`config.mk`:
```
export PLATFORM = sky130hd
export DESIGN_NAME = grid_strict_local_maxima
export DESIGN_NICKNAME = d
export VERILOG_FILES = /design/src/rtl/gslm_pkg.sv /design/src/rtl/grid_strict_local_maxima.sv /design/src/rtl/gslm_front.sv /design/src/rtl/gslm_queue.sv
export SDC_FILE = /design/constraint.sdc
export NUM_CORES = 1
export LEC_CHECK = 0
export BUFFER_PORTS_ARGS = -buffer_cell sky130_fd_sc_hd__buf_2
export CAP_MARGIN = 5
export CORE_MARGIN = 4
export CORE_UTILIZATION = 32
export DETAILED_ROUTE_END_ITERATION = 8
export PLACE_DENSITY = 0.56
export SETUP_SLACK_MARGIN = 0.5
export SLEW_MARGIN = 30
export SYNTH_ARGS = -nofsm -noshare
export SYNTH_HDL_FRONTEND = slang
export SYNTH_SLANG_ARGS = --single-unit
```
`constraint.sdc`:
```
create_clock -name i_clk -period 5 [get_ports i_clk]
set_input_delay 0.25 -clock i_clk [delete_from_list [all_inputs] [get_ports i_clk]]
set_output_delay 0.25 -clock i_clk [all_outputs]
set_load 0.01 [all_outputs]
```
`src/rtl/gslm_pkg.sv`:
```
// ----------------------------------------------------------------------------
// gslm_pkg: shared constants and helpers for the strict local maxima finder
// Defaults for sizes, register indexes, scan step codes and neighbor offsets.
// ----------------------------------------------------------------------------
`timescale 1ns / 1ps

package gslm_pkg;

    localparam int MAX_DIM_DEF    = 8;
    localparam int DATA_WIDTH_DEF = 16;
    localparam int MAX_RESULTS    = 16;
    localparam int QUEUE_DEPTH    = 4;

    // configuration port
    localparam int CFG_W   = 4;
    localparam int CFG_IDX_W = 1;
    localparam logic [CFG_IDX_W-1:0] CFG_ROWS = 1'b0;
    localparam logic [CFG_IDX_W-1:0] CFG_COLS = 1'b1;

    // result field widths
    localparam int POS_W = 3;

    // scan step codes: read center, then eight neighbors, then compare, then decide
    localparam logic [3:0] STEP_CENTER   = 4'd0;
    localparam logic [3:0] STEP_LAST_RD  = 4'd8;
    localparam logic [3:0] STEP_LAST_CMP = 4'd9;
    localparam logic [3:0] STEP_DECIDE   = 4'd10;

    // row offset for a scan step
    function automatic logic signed [1:0] step_dr(input logic [3:0] step);
        logic signed [1:0] d;
        case (step)
            4'd1, 4'd2, 4'd3: d = -2'sd1;
            4'd6, 4'd7, 4'd8: d = 2'sd1;
            default:          d = 2'sd0;
        endcase
        return d;
    endfunction

    // column offset for a scan step
    function automatic logic signed [1:0] step_dc(input logic [3:0] step);
        logic signed [1:0] d;
        case (step)
            4'd1, 4'd4, 4'd6: d = -2'sd1;
            4'd3, 4'd5, 4'd8: d = 2'sd1;
            default:          d = 2'sd0;
        endcase
        return d;
    endfunction

endpackage

```
`src/rtl/grid_strict_local_maxima.sv`:
```
// ----------------------------------------------------------------------------
// grid_strict_local_maxima: strict 3x3 local maxima of a small signed matrix
// Loads a matrix in row-major order, then reports every cell greater than
// all eight neighbors, with cells outside the matrix taken as the minimum.
// ----------------------------------------------------------------------------
// Usage:
//   Write row_count (index 0) and col_count (index 1) while the block is idle;
//   both reset to 4, 0 counts as 1 and values above MAX_DIM count as MAX_DIM.
//   Send rows*cols values on i_valid/o_stall, one beat each, row-major.
//   Loading takes one value per cycle; o_stall stays low during loading.
//   After the final value o_stall rises for the scan, which takes each cell
//   through one store read per window position through the single read port,
//   one compare and one decide step, then closes out the matrix in a flush step.
//   Results leave on o_valid/i_stall through a 4-entry queue, one beat per
//   maximum in row-major order, o_last set on the final beat; a matrix with
//   no maximum yields one beat with o_found low and o_last high.
//   A stall on the output fills the queue and then holds the scan; input
//   resumes once the last result of the matrix is in the queue.
//   Reset (synchronous, active low) empties the queue, clears the load
//   count and the minimum, and restores the size registers.
// ----------------------------------------------------------------------------
`timescale 1ns / 1ps

module grid_strict_local_maxima #(
    parameter int MAX_DIM    = gslm_pkg::MAX_DIM_DEF,
    parameter int DATA_WIDTH = gslm_pkg::DATA_WIDTH_DEF
) (
    input  logic                            i_clk,
    input  logic                            i_rst_n,
    input  logic                            i_cfg_we,
    input  logic [gslm_pkg::CFG_IDX_W-1:0]  i_cfg_idx,
    input  logic [gslm_pkg::CFG_W-1:0]      i_cfg_data,
    input  logic                            i_valid,
    output logic                            o_stall,
    input  logic signed [DATA_WIDTH-1:0]    i_value,
    output logic                            o_valid,
    input  logic                            i_stall,
    output logic                            o_found,
    output logic [gslm_pkg::POS_W-1:0]      o_row_index,
    output logic [gslm_pkg::POS_W-1:0]      o_col_index,
    output logic signed [DATA_WIDTH-1:0]    o_peak_value,
    output logic                            o_last
);
    import gslm_pkg::*;

    localparam int REC_W = 1 + 2 * POS_W + DATA_WIDTH + 1;

    logic             push;
    logic [REC_W-1:0] push_data;
    logic             full;
    logic [REC_W-1:0] q_data;

    gslm_front #(
        .MAX_DIM    (MAX_DIM),
        .DATA_WIDTH (DATA_WIDTH),
        .REC_W      (REC_W)
    ) u_front (
        .i_clk       (i_clk),
        .i_rst_n     (i_rst_n),
        .i_cfg_we    (i_cfg_we),
        .i_cfg_idx   (i_cfg_idx),
        .i_cfg_data  (i_cfg_data),
        .i_valid     (i_valid),
        .o_stall     (o_stall),
        .i_value     (i_value),
        .o_push      (push),
        .o_push_data (push_data),
        .i_full      (full)
    );

    gslm_queue #(
        .WIDTH (REC_W),
        .DEPTH (QUEUE_DEPTH)
    ) u_queue (
        .i_clk       (i_clk),
        .i_rst_n     (i_rst_n),
        .i_push      (push),
        .i_push_data (push_data),
        .o_full      (full),
        .o_valid     (o_valid),
        .i_stall     (i_stall),
        .o_data      (q_data)
    );

    // record layout: found, row, col, value, last
    assign o_found      = q_data[REC_W-1];
    assign o_row_index  = q_data[REC_W-2 -: POS_W];
    assign o_col_index  = q_data[REC_W-2-POS_W -: POS_W];
    assign o_peak_value = q_data[DATA_WIDTH:1];
    assign o_last       = q_data[0];

endmodule

```
`src/rtl/gslm_front.sv`:
```
// ----------------------------------------------------------------------------
// gslm_front: matrix loader and peak scanner
// Stores incoming values, tracks the minimum, then walks every cell reading
// its 3x3 window from the store and pushes result records to the queue.
// ----------------------------------------------------------------------------
`timescale 1ns / 1ps

module gslm_front #(
    parameter int MAX_DIM    = 8,
    parameter int DATA_WIDTH = 16,
    parameter int REC_W      = 24
) (
    input  logic                            i_clk,
    input  logic                            i_rst_n,
    input  logic                            i_cfg_we,
    input  logic [gslm_pkg::CFG_IDX_W-1:0]  i_cfg_idx,
    input  logic [gslm_pkg::CFG_W-1:0]      i_cfg_data,
    input  logic                            i_valid,
    output logic                            o_stall,
    input  logic signed [DATA_WIDTH-1:0]    i_value,
    output logic                            o_push,
    output logic [REC_W-1:0]                o_push_data,
    input  logic                            i_full
);
    import gslm_pkg::*;

    localparam int CELLS = MAX_DIM * MAX_DIM;
    localparam int CW    = ($clog2(MAX_DIM + 1) > CFG_W) ? $clog2(MAX_DIM + 1) : CFG_W;
    localparam int TW    = 2 * CW;
    localparam int AW    = ($clog2(CELLS) > 1) ? $clog2(CELLS) : 1;
    localparam int LW    = ($clog2(CELLS + 1) > AW) ? $clog2(CELLS + 1) : AW;
    localparam int PW    = $clog2(MAX_RESULTS + 1);

    typedef enum logic [1:0] {ST_LOAD, ST_SCAN, ST_FLUSH} t_state;

    t_state r_state, n_state;
    logic [CFG_W-1:0] r_rows_cfg, r_cols_cfg;
    logic [LW-1:0] r_cnt, n_cnt;
    logic signed [DATA_WIDTH-1:0] r_min, n_min;
    logic [CW-1:0] r_row, n_row, r_col, n_col;
    logic [3:0] r_step, n_step;
    logic signed [DATA_WIDTH-1:0] r_center, n_center;
    logic r_ok, n_ok;
    logic r_rd_inb, n_rd_inb;
    logic r_has_pend, n_has_pend;
    logic [CW-1:0] r_pend_row, n_pend_row, r_pend_col, n_pend_col;
    logic signed [DATA_WIDTH-1:0] r_pend_val, n_pend_val;
    logic [PW-1:0] r_npk, n_npk;

    logic signed [DATA_WIDTH-1:0] mem [CELLS];
    logic signed [DATA_WIDTH-1:0] r_rd_data;
    logic wr_en, rd_en;
    logic [AW-1:0] rd_addr;

    logic [CW-1:0] rows, cols;
    logic [TW-1:0] total;
    logic [LW-1:0] cnt_inc;
    logic signed [1:0] dr, dc;
    logic [CW:0] rr, cc;
    logic inb;
    logic [TW-1:0] nb_addr;
    logic signed [DATA_WIDTH-1:0] rd_val;
    logic last_cell;
    logic advance;
    logic [PW-1:0] npk_inc;

    function automatic logic [CW-1:0] clamp_dim(input logic [CFG_W-1:0] d);
        logic [CW-1:0] x;
        x = CW'(d);
        if (x == '0) begin
            return CW'(1);
        end else if (x > CW'(MAX_DIM)) begin
            return CW'(MAX_DIM);
        end
        return x;
    endfunction

    assign rows    = clamp_dim(r_rows_cfg);
    assign cols    = clamp_dim(r_cols_cfg);
    assign total   = TW'(rows) * TW'(cols);
    assign cnt_inc = r_cnt + 1'b1;

    // neighbor position for the current step; out of range reads as the minimum
    assign dr  = step_dr(r_step);
    assign dc  = step_dc(r_step);
    assign rr  = {1'b0, r_row} + {{(CW - 1){dr[1]}}, dr};
    assign cc  = {1'b0, r_col} + {{(CW - 1){dc[1]}}, dc};
    assign inb = !rr[CW] && !cc[CW] && (rr[CW-1:0] < rows) && (cc[CW-1:0] < cols);
    assign nb_addr = TW'(rr[CW-1:0]) * TW'(cols) + TW'(cc[CW-1:0]);
    assign rd_addr = nb_addr[AW-1:0];
    assign rd_val  = r_rd_inb ? r_rd_data : r_min;

    assign last_cell = (r_row == rows - 1'b1) && (r_col == cols - 1'b1);
    assign npk_inc   = r_npk + 1'b1;

    assign o_stall = (r_state != ST_LOAD);
    assign wr_en   = (r_state == ST_LOAD) && i_valid;

    always_comb begin
        n_state    = r_state;
        n_cnt      = r_cnt;
        n_min      = r_min;
        n_row      = r_row;
        n_col      = r_col;
        n_step     = r_step;
        n_center   = r_center;
        n_ok       = r_ok;
        n_rd_inb   = r_rd_inb;
        n_has_pend = r_has_pend;
        n_pend_row = r_pend_row;
        n_pend_col = r_pend_col;
        n_pend_val = r_pend_val;
        n_npk      = r_npk;
        rd_en       = 1'b0;
        o_push      = 1'b0;
        o_push_data = '0;
        advance     = 1'b0;
        case (r_state)
            ST_LOAD: begin
                if (i_valid) begin
                    if (r_cnt == '0 || i_value < r_min) begin
                        n_min = i_value;
                    end
                    if (TW'(cnt_inc) >= total) begin
                        n_cnt      = '0;
                        n_state    = ST_SCAN;
                        n_row      = '0;
                        n_col      = '0;
                        n_step     = STEP_CENTER;
                        n_has_pend = 1'b0;
                        n_npk      = '0;
                    end else begin
                        n_cnt = cnt_inc;
                    end
                end
            end
            ST_SCAN: begin
                if (r_step <= STEP_LAST_RD) begin
                    rd_en    = inb;
                    n_rd_inb = inb;
                end
                if (r_step != STEP_CENTER && r_step <= STEP_LAST_CMP) begin
                    if (r_step == STEP_CENTER + 1'b1) begin
                        n_center = rd_val;
                        n_ok     = 1'b1;
                    end else if (!(r_center > rd_val)) begin
                        n_ok = 1'b0;
                    end
                end
                if (r_step != STEP_DECIDE) begin
                    n_step = r_step + 1'b1;
                end else begin
                    advance = 1'b1;
                    if (r_ok && r_has_pend) begin
                        // release the previous peak; it is not the last one
                        o_push      = 1'b1;
                        o_push_data = {1'b1, r_pend_row[POS_W-1:0], r_pend_col[POS_W-1:0],
                                       r_pend_val, 1'b0};
                        advance     = !i_full;
                    end
                    if (advance) begin
                        if (r_ok) begin
                            n_has_pend = 1'b1;
                            n_pend_row = r_row;
                            n_pend_col = r_col;
                            n_pend_val = r_center;
                            n_npk      = npk_inc;
                        end
                        if ((r_ok && npk_inc == PW'(MAX_RESULTS)) || last_cell) begin
                            n_state = ST_FLUSH;
                        end else begin
                            n_step = STEP_CENTER;
                            if (r_col == cols - 1'b1) begin
                                n_col = '0;
                                n_row = r_row + 1'b1;
                            end else begin
                                n_col = r_col + 1'b1;
                            end
                        end
                    end
                end
            end
            ST_FLUSH: begin
                o_push = 1'b1;
                if (r_has_pend) begin
                    o_push_data = {1'b1, r_pend_row[POS_W-1:0], r_pend_col[POS_W-1:0],
                                   r_pend_val, 1'b1};
                end else begin
                    o_push_data = {{(REC_W - 1){1'b0}}, 1'b1};
                end
                if (!i_full) begin
                    n_state = ST_LOAD;
                end
            end
            default: begin
                n_state = ST_LOAD;
            end
        endcase
    end

    always_ff @(posedge i_clk) begin
        if (!i_rst_n) begin
            r_state    <= ST_LOAD;
            r_rows_cfg <= CFG_W'(4);
            r_cols_cfg <= CFG_W'(4);
            r_cnt      <= '0;
            r_min      <= '0;
            r_has_pend <= 1'b0;
            r_npk      <= '0;
            r_step     <= STEP_CENTER;
        end else begin
            r_state    <= n_state;
            r_cnt      <= n_cnt;
            r_min      <= n_min;
            r_has_pend <= n_has_pend;
            r_npk      <= n_npk;
            r_step     <= n_step;
            if (i_cfg_we) begin
                case (i_cfg_idx)
                    CFG_ROWS: r_rows_cfg <= i_cfg_data;
                    CFG_COLS: r_cols_cfg <= i_cfg_data;
                    default: begin
                    end
                endcase
            end
        end
        r_row      <= n_row;
        r_col      <= n_col;
        r_center   <= n_center;
        r_ok       <= n_ok;
        r_rd_inb   <= n_rd_inb;
        r_pend_row <= n_pend_row;
        r_pend_col <= n_pend_col;
        r_pend_val <= n_pend_val;
    end

    // value store: one write port for loading, one registered read port for the scan
    always_ff @(posedge i_clk) begin
        if (wr_en) begin
            mem[r_cnt[AW-1:0]] <= i_value;
        end
        if (rd_en) begin
            r_rd_data <= mem[rd_addr];
        end
    end

endmodule

```
`src/rtl/gslm_queue.sv`:
```
// ----------------------------------------------------------------------------
// gslm_queue: result queue
// Small register FIFO between the scanner and the output channel.
// ----------------------------------------------------------------------------
`timescale 1ns / 1ps

module gslm_queue #(
    parameter int WIDTH = 24,
    parameter int DEPTH = 4
) (
    input  logic             i_clk,
    input  logic             i_rst_n,
    input  logic             i_push,
    input  logic [WIDTH-1:0] i_push_data,
    output logic             o_full,
    output logic             o_valid,
    input  logic             i_stall,
    output logic [WIDTH-1:0] o_data
);
    localparam int PTR_W = ($clog2(DEPTH) > 1) ? $clog2(DEPTH) : 1;
    localparam int CNT_W = $clog2(DEPTH + 1);

    logic [WIDTH-1:0] r_mem [DEPTH];
    logic [PTR_W-1:0] r_wp, n_wp, r_rp, n_rp;
    logic [CNT_W-1:0] r_cnt, n_cnt;
    logic do_push, do_pop;

    assign o_full  = (r_cnt == CNT_W'(DEPTH));
    assign o_valid = (r_cnt != '0);
    assign o_data  = r_mem[r_rp];
    assign do_push = i_push && !o_full;
    assign do_pop  = o_valid && !i_stall;

    always_comb begin
        n_wp  = r_wp;
        n_rp  = r_rp;
        n_cnt = r_cnt;
        if (do_push) begin
            n_wp = (r_wp == PTR_W'(DEPTH - 1)) ? '0 : r_wp + 1'b1;
        end
        if (do_pop) begin
            n_rp = (r_rp == PTR_W'(DEPTH - 1)) ? '0 : r_rp + 1'b1;
        end
        if (do_push && !do_pop) begin
            n_cnt = r_cnt + 1'b1;
        end else if (do_pop && !do_push) begin
            n_cnt = r_cnt - 1'b1;
        end
    end

    always_ff @(posedge i_clk) begin
        if (!i_rst_n) begin
            r_wp  <= '0;
            r_rp  <= '0;
            r_cnt <= '0;
        end else begin
            r_wp  <= n_wp;
            r_rp  <= n_rp;
            r_cnt <= n_cnt;
        end
        if (do_push) begin
            r_mem[r_wp] <= i_push_data;
        end
    end

endmodule
```
==> Yosys cells after proc, flatten, opt, wreduce, memory -nomap -nowiden <==
Memory sizes are Yosys's and may differ from the RTL's. A register that Yosys moved wholly into a read port is not among the register bits.
Index checks and enable logic that the tools add are counted.
{ "word_totals": {"ff_bits": 98, "ramBits": 1120, "in_bits": 26, "elab_cells": 195, "mem_count": 2} }
{ "memory_table": {"columns": ["name", "words", "width", "read_ports", "rd_clocked_by_memory_dff", "write_ports", "line", "text"], "rows": [
  ["u_front.mem", 64, 16, 1, 1, 1, "gslm_front.sv:50", "logic signed [DATA_WIDTH-1:0] mem [CELLS];"],
  ["u_queue.r_mem", 4, 24, 1, 1, 1, "gslm_queue.sv:23", "logic [WIDTH-1:0] r_mem [DEPTH];"]
]} }
{ "op_classes": {"addsub": 14, "mul": 2, "magnitude_cmp": 9, "eq_ne": 29, "n_mux": 72, "bitwise_logic": 2, "reduce_logical": 46} }
{ "ops": {"columns": ["operator", "count"], "rows": [
  ["$mux W4", 19],
  ["$mux W24", 3],
  ["$pmux W24 S2", 1],
  ["$mux W5", 5],
  ["$pmux W4 S2", 3],
  ["$mux W1", 21],
  ["$mux W2", 10],
  ["$reduce_and A6 Y1", 3],
  ["$eq A4 B3 Y1 const B", 4],
  ["$gt A16 B16 Y1", 1],
  ["$lt A16 B16 Y1", 1],
  ["$mux W16", 1],
  ["$add A4 B1 Y4 const B", 3],
  ["$logic_and A1 B1 Y1", 12],
  ["$reduce_or A3 Y1", 4],
  ["$add A4 B5 Y5", 2],
  ["$ne A2 B1 Y1 const B", 5],
  ["$ne A2 B2 Y1 const B", 5],
  ["$pmux W5 S2", 1],
  ["$reduce_and A3 Y1", 3],
  ["$eq A4 B2 Y1 const B", 2],
  ["$eq A4 B4 Y1", 2],
  ["$ge A7 B8 Y1", 1],
  ["$gt A4 B4 Y1 const B", 2],
  ["other kinds (38)", 60]
]} }

==> Longest topological paths before layout <==
{ "depth": {"depth_word": 12, "ltp_mapped": 23, "depth_no_buf": 20} }

==> Hierarchy <==
A second synthesis with hierarchy kept.
{ "unflattened": {"cells_unflattened": 2486, "hier_area_um2": 50328.3} }
{ "modules_own_cells": {"columns": ["mod", "n_inst", "cells_per_inst", "area_each_um2", "seq_area_each_um2"], "rows": [
  ["gslm_front", 1, 2308, 46336.9, 33532.2],
  ["gslm_queue", 1, 178, 3991.3, 3062.9]
]} }

==> Worst setup path after synthesis <==
No wires, ideal clock.
{ "synth_timing": {"kind": "register to register", "from": "register u_front.r_step[3]", "to": "register u_front.r_rd_data[3], read port of u_front.mem, data pin", "setup_ns": 0.284, "t_arrival_ns": 5.083, "setup_slack_ns": -0.367, "path_stages_with_launch": 23, "path_cell_list": "dfxtp_1 -> clkbuf_1 -> mux2i_1 -> o22ai_1 -> ha_1 -> inv_1 -> fa_1 -> xor2_1 -> inv_1 -> nand2_1 -> fa_1 -> inv_1 -> fa_1 -> fa_1 -> ha_1 -> a21oi_1 -> xnor2_1 -> buf_2 -> buf_1 -> mux2i_1 -> mux2i_1 -> mux2i_1 -> mux2i_1"} }
{ "synth_via": {"elab_chain_cells": 10} }
{ "synth_rtl": {"columns": ["element", "line", "text"], "rows": [
  ["start, declared", "gslm_front.sv:41", "logic [3:0] r_step, n_step;"],
  ["start signal, assigned", "gslm_front.sv:217", "r_step <= n_step;"],
  ["parallel branches: the longest is 10 deep, another holds $mul A4 B4 Y6", null, null],
  ["end, declared", "gslm_front.sv:51", "logic signed [DATA_WIDTH-1:0] r_rd_data;"]
]} }
Several ways; the timed one is not identified.
A chain may end at the register's enable or synchronous reset.

==> Worst setup path after layout <==
{ "layout_timing": {"from": "register u_front.r_step[3]", "to": "register u_front.r_rd_data[9], read port of u_front.mem, data pin"} }
The elaborated chain is that of the path after synthesis.

==> flow_summary.ini <==
[setup_path]
crit_top_cell = mux2i_1
worstSetupEndpointType = flop
worstPathArrival_ns = 5.87
crit_path_start_kind = flop
slowest_stage = fa_1
max_stage_delay_ns = 0.58
worst_ep_required_time_ns = 5.51
rr_endpoint = u_front.r_rd_data[9]
crit_type = reg2reg
r2r_slack_ns = -0.36
worstPathCellList = mux2i_1 -> o22ai_1 -> ha_2 -> inv_2 -> fa_2 -> inv_2 -> nand2_1 -> fa_1 -> inv_1 -> fa_1 -> fa_1 -> ha_4 -> a21oi_4 -> xnor2_4 -> buf_12 -> buf_16 -> buf_12 -> mux2i_4 -> mux2i_1 -> mux2i_1 -> buf_4 -> mux2i_1
r2r_start = u_front.r_step[3]
path_max_fanout = 7
ff2ff_path_depth = 22

[layout]
multi_input_area_um2 = 14200
syn2layout_area_growth_pct = 20.2
regArea_um2 = 36600
postLayoutCoreUtil = 0.387
finalNetCount = 3127
fillers = 14300
drive_gt1_frac = 0.299

[clock_network]
cts_buffers = 131
clk_pin_slew_ns = 0.06
cts_root_buffer = clkbuf_16
ctsHtreeMaxLevel = 4
cts_tree = done
cts_buffer_depth = 3
cts_num_sinks = 1236
insertion_delay_ns = 0.77

[synthesis]
yosysWarningCount = 0
synth_top_area_cell = edfxtp_1
synth_seq_cells = 1236
syn_area_um2 = 50900
syn_avg_cell_area_um2 = 19.3
synthTopCellsByArea = edfxtp_1 (70%), mux4_2 (12%), mux2i_1 (4.9%), ha_1 (2.3%), dfxtp_1 (2.0%)
ys_seq_area_frac = 0.719
async_reset_ff_frac = 0
synthTopCellsByCount = edfxtp_1 (1184), mux4_2 (280), mux2i_1 (251)
synth_top_area_share = 0.698
synth_edf_count = 1184
synth_flop_cell = edfxtp_1
synthDistinctLibCells = 72
synth.net_count = 2772
netlist_instances = 2640
yosysMostFrequentCell = edfxtp_1

[timing]
finalSetupViolCount = 16
timing.final.ws_setup_ns = -0.365
final_hold_viol_count = 0
finClkSkew_ns = 0.0473
maxSlewViolCount = 0
period_share = 1.07
final.min_clock_period_ns = 5.36
relSlewSlack = 0.303
rsz0062_at_grt = true
fmax_mhz = 186
tightestPinTransition_ns = 1.05

[place]
hpwlAfterDp_mm = 79.6
place_congestion = 0.788
pre_cts_slack_ns = -0.698
port_buffers = 51

[min_path]
min_path_type = in2reg
hold_end = u_front.mem[31][10]
holdPathStages = 2
hp-start = i_value[10]

[drt]
drc_errors = 0
num_vias = 26100
wirelength_mm = 129
first_iter_violations = 2303
ant_nets = 0
drt_pass1_iterations = 5
post_drt_wl_per_cell_um = 25.0
drt-vias-per-instance = 5.06

[floorplanning]
die_y_um = 407
fp.dieW_um = 407
fp-row-count = 146
initial_core_util = 0.322
dieArea_um2 = 166000
ios = 52
core-area_um2 = 158000

[grt]
grt_antenna_before_repair = 3
grt_start_max_net_pins = 68
grt.total_usage = 0.155
grt_pass1_wl_mm = 186
first_global_vias = 26200
grt_overflow = 0

[status]
violations = setup timing
status = finished with violations

[run]
maxCapViolations = 0
## cells in the final DEF (no fill, tap or decap), types with 10 or more instances in the layout
cell type	synthesis	layout
a21o_1	16	16
a21oi_1	77	74
a22oi_1	22	22
a32o_1	14	14
and2_1	31	30
buf_12	0	33
buf_16	0	11
buf_2	32	51
buf_4	2	224
buf_6	2	14
bufinv_16	0	10
clkbuf_1	71	31
clkbuf_16	0	135
clkinv_1	1	21
clkinv_2	0	17
dfxtp_1	52	47
dlygate4sd3_1	0	13
edfxtp_1	1184	1184
ha_1	93	87
inv_1	69	63
mux2i_1	251	209
mux2i_2	0	24
mux2i_4	0	18
mux4_2	280	280
nand2_1	53	52
nand3_1	22	21
nor2_1	144	118
nor2_2	0	13
nor2_4	0	13
o21a_1	19	18
o21ai_0	30	30
or3_1	10	10
xnor2_1	24	22
xor2_1	14	12
## cell type report
| class | count | area share |
|---|---|---|
| diodes | 1 | 0.0000409 |
| clock buffers | 163 | 0.0559 |
| clock inverters | 66 | 0.0134 |
| inverters | 71 | 0.00435 |
| multi-input cells | 1203 | 0.232 |
| flip-flops and latches | 1236 | 0.598 |
| well taps | 2072 | 0.0424 |
| repair buffers | 352 | 0.0540 |
## repair_timing
| action | in CTS | in global routing |
|---|---|---|
| pin swaps | 24 | 21 |
| setup buffers | 25 | 16 |
| hold buffers | 13 | 0 |
| gates resized for setup | 88 | 48 |
| endpoints found under the hold margin | 18 | 0 |
| gates cloned | 5 | 3 |
| setup endpoints to repair | 43 | 43 |
## worst max-delay path by stage
stage	startpoint	to	slack [ns]	cells after the start
after floorplan	u_front.r_step[0]	u_front.r_rd_data[0]	0.18	23
after global placement	u_front.r_step[1]	u_front.r_rd_data[5]	-0.79	21
after detailed placement	u_front.r_step[1]	u_front.r_rd_data[5]	-0.70	22
after CTS	u_front.r_step[0]	u_front.r_rd_data[9]	-0.40	24
after global routing	u_front.r_step[0]	u_front.r_rd_data[9]	-0.54	24
final	u_front.r_step[3]	u_front.r_rd_data[9]	-0.36	22
## through the flow
step                      hold WS (ns)  std cells  area [um2]  TNS (ns)
after floorplan                  0.349       2640       51200         0
after global placement           0.453       4871       55600     -9.09
after detailed placement         0.459       4871       55600     -7.97
after CTS                       0.0684       5143       60800     -5.52
after global routing            0.0867       5163       61200     -7.90
final                            0.110       5164       61200     -4.61
## flip-flops by register name (all words and copies together) (netlist names), 3 cells and up, named ones only
signal and count:
u_front.mem 1024, u_front.r_row 4, u_front.r_npk 5, u_queue.r_mem 96
u_front.r_pend_col 3, u_front.r_pend_row 3, u_front.r_pend_val 16, u_front.r_step 4
u_front.r_center 16, u_queue.r_cnt 3, u_front.r_cols_cfg 4, u_front.r_rows_cfg 4
u_front.r_cnt 7, u_front.r_min 16, u_front.r_rd_data 16, u_front.r_col 4
## worst max-delay path, delay by kind of cell, from the launching register on
| kind | cells | cell delay, ns |
|---|---|---|
| XOR/XNOR | 1 | 0.17 |
| buffers and inverters | 7 | 0.84 |
| AND/OR/NAND/NOR | 1 | 0.07 |
| multiplexers | 5 | 0.94 |
| AO/OA/AOI/OAI | 2 | 0.30 |
| flip-flops | 1 | 0.38 |
| adder cells (fa/ha/maj) | 6 | 2.44 |
## metal layers
metal / up-vias / track usage / part of all wire
li1: 11400 / - / -
met1: 13700 / 0.223 / 0.45
met2: 831 / 0.239 / 0.46
met3: 159 / 0.0353 / 0.067
met4: 2 / 0.0406 / 0.020
met5: - / 0 / 0.00010
## cell families (layout without fill, tap and decap cells)
group / count (synthesis) / in the layout / share of synthesized area
other cells: 0 / 1 / 0
xor+xnor: 38 / 38 / 0.00654
fa+ha+maj: 106 / 106 / 0.0280
simple gates: 308 / 308 / 0.0285
buf+inv: 201 / 652 / 0.0161
compound gates: 217 / 217 / 0.0286
mux: 534 / 534 / 0.174
flops: 1236 / 1236 / 0.719
Power is left out: the tool's default activity adds up to more than one toggle a clock period on the data nets, which glitch-free logic cannot reach.
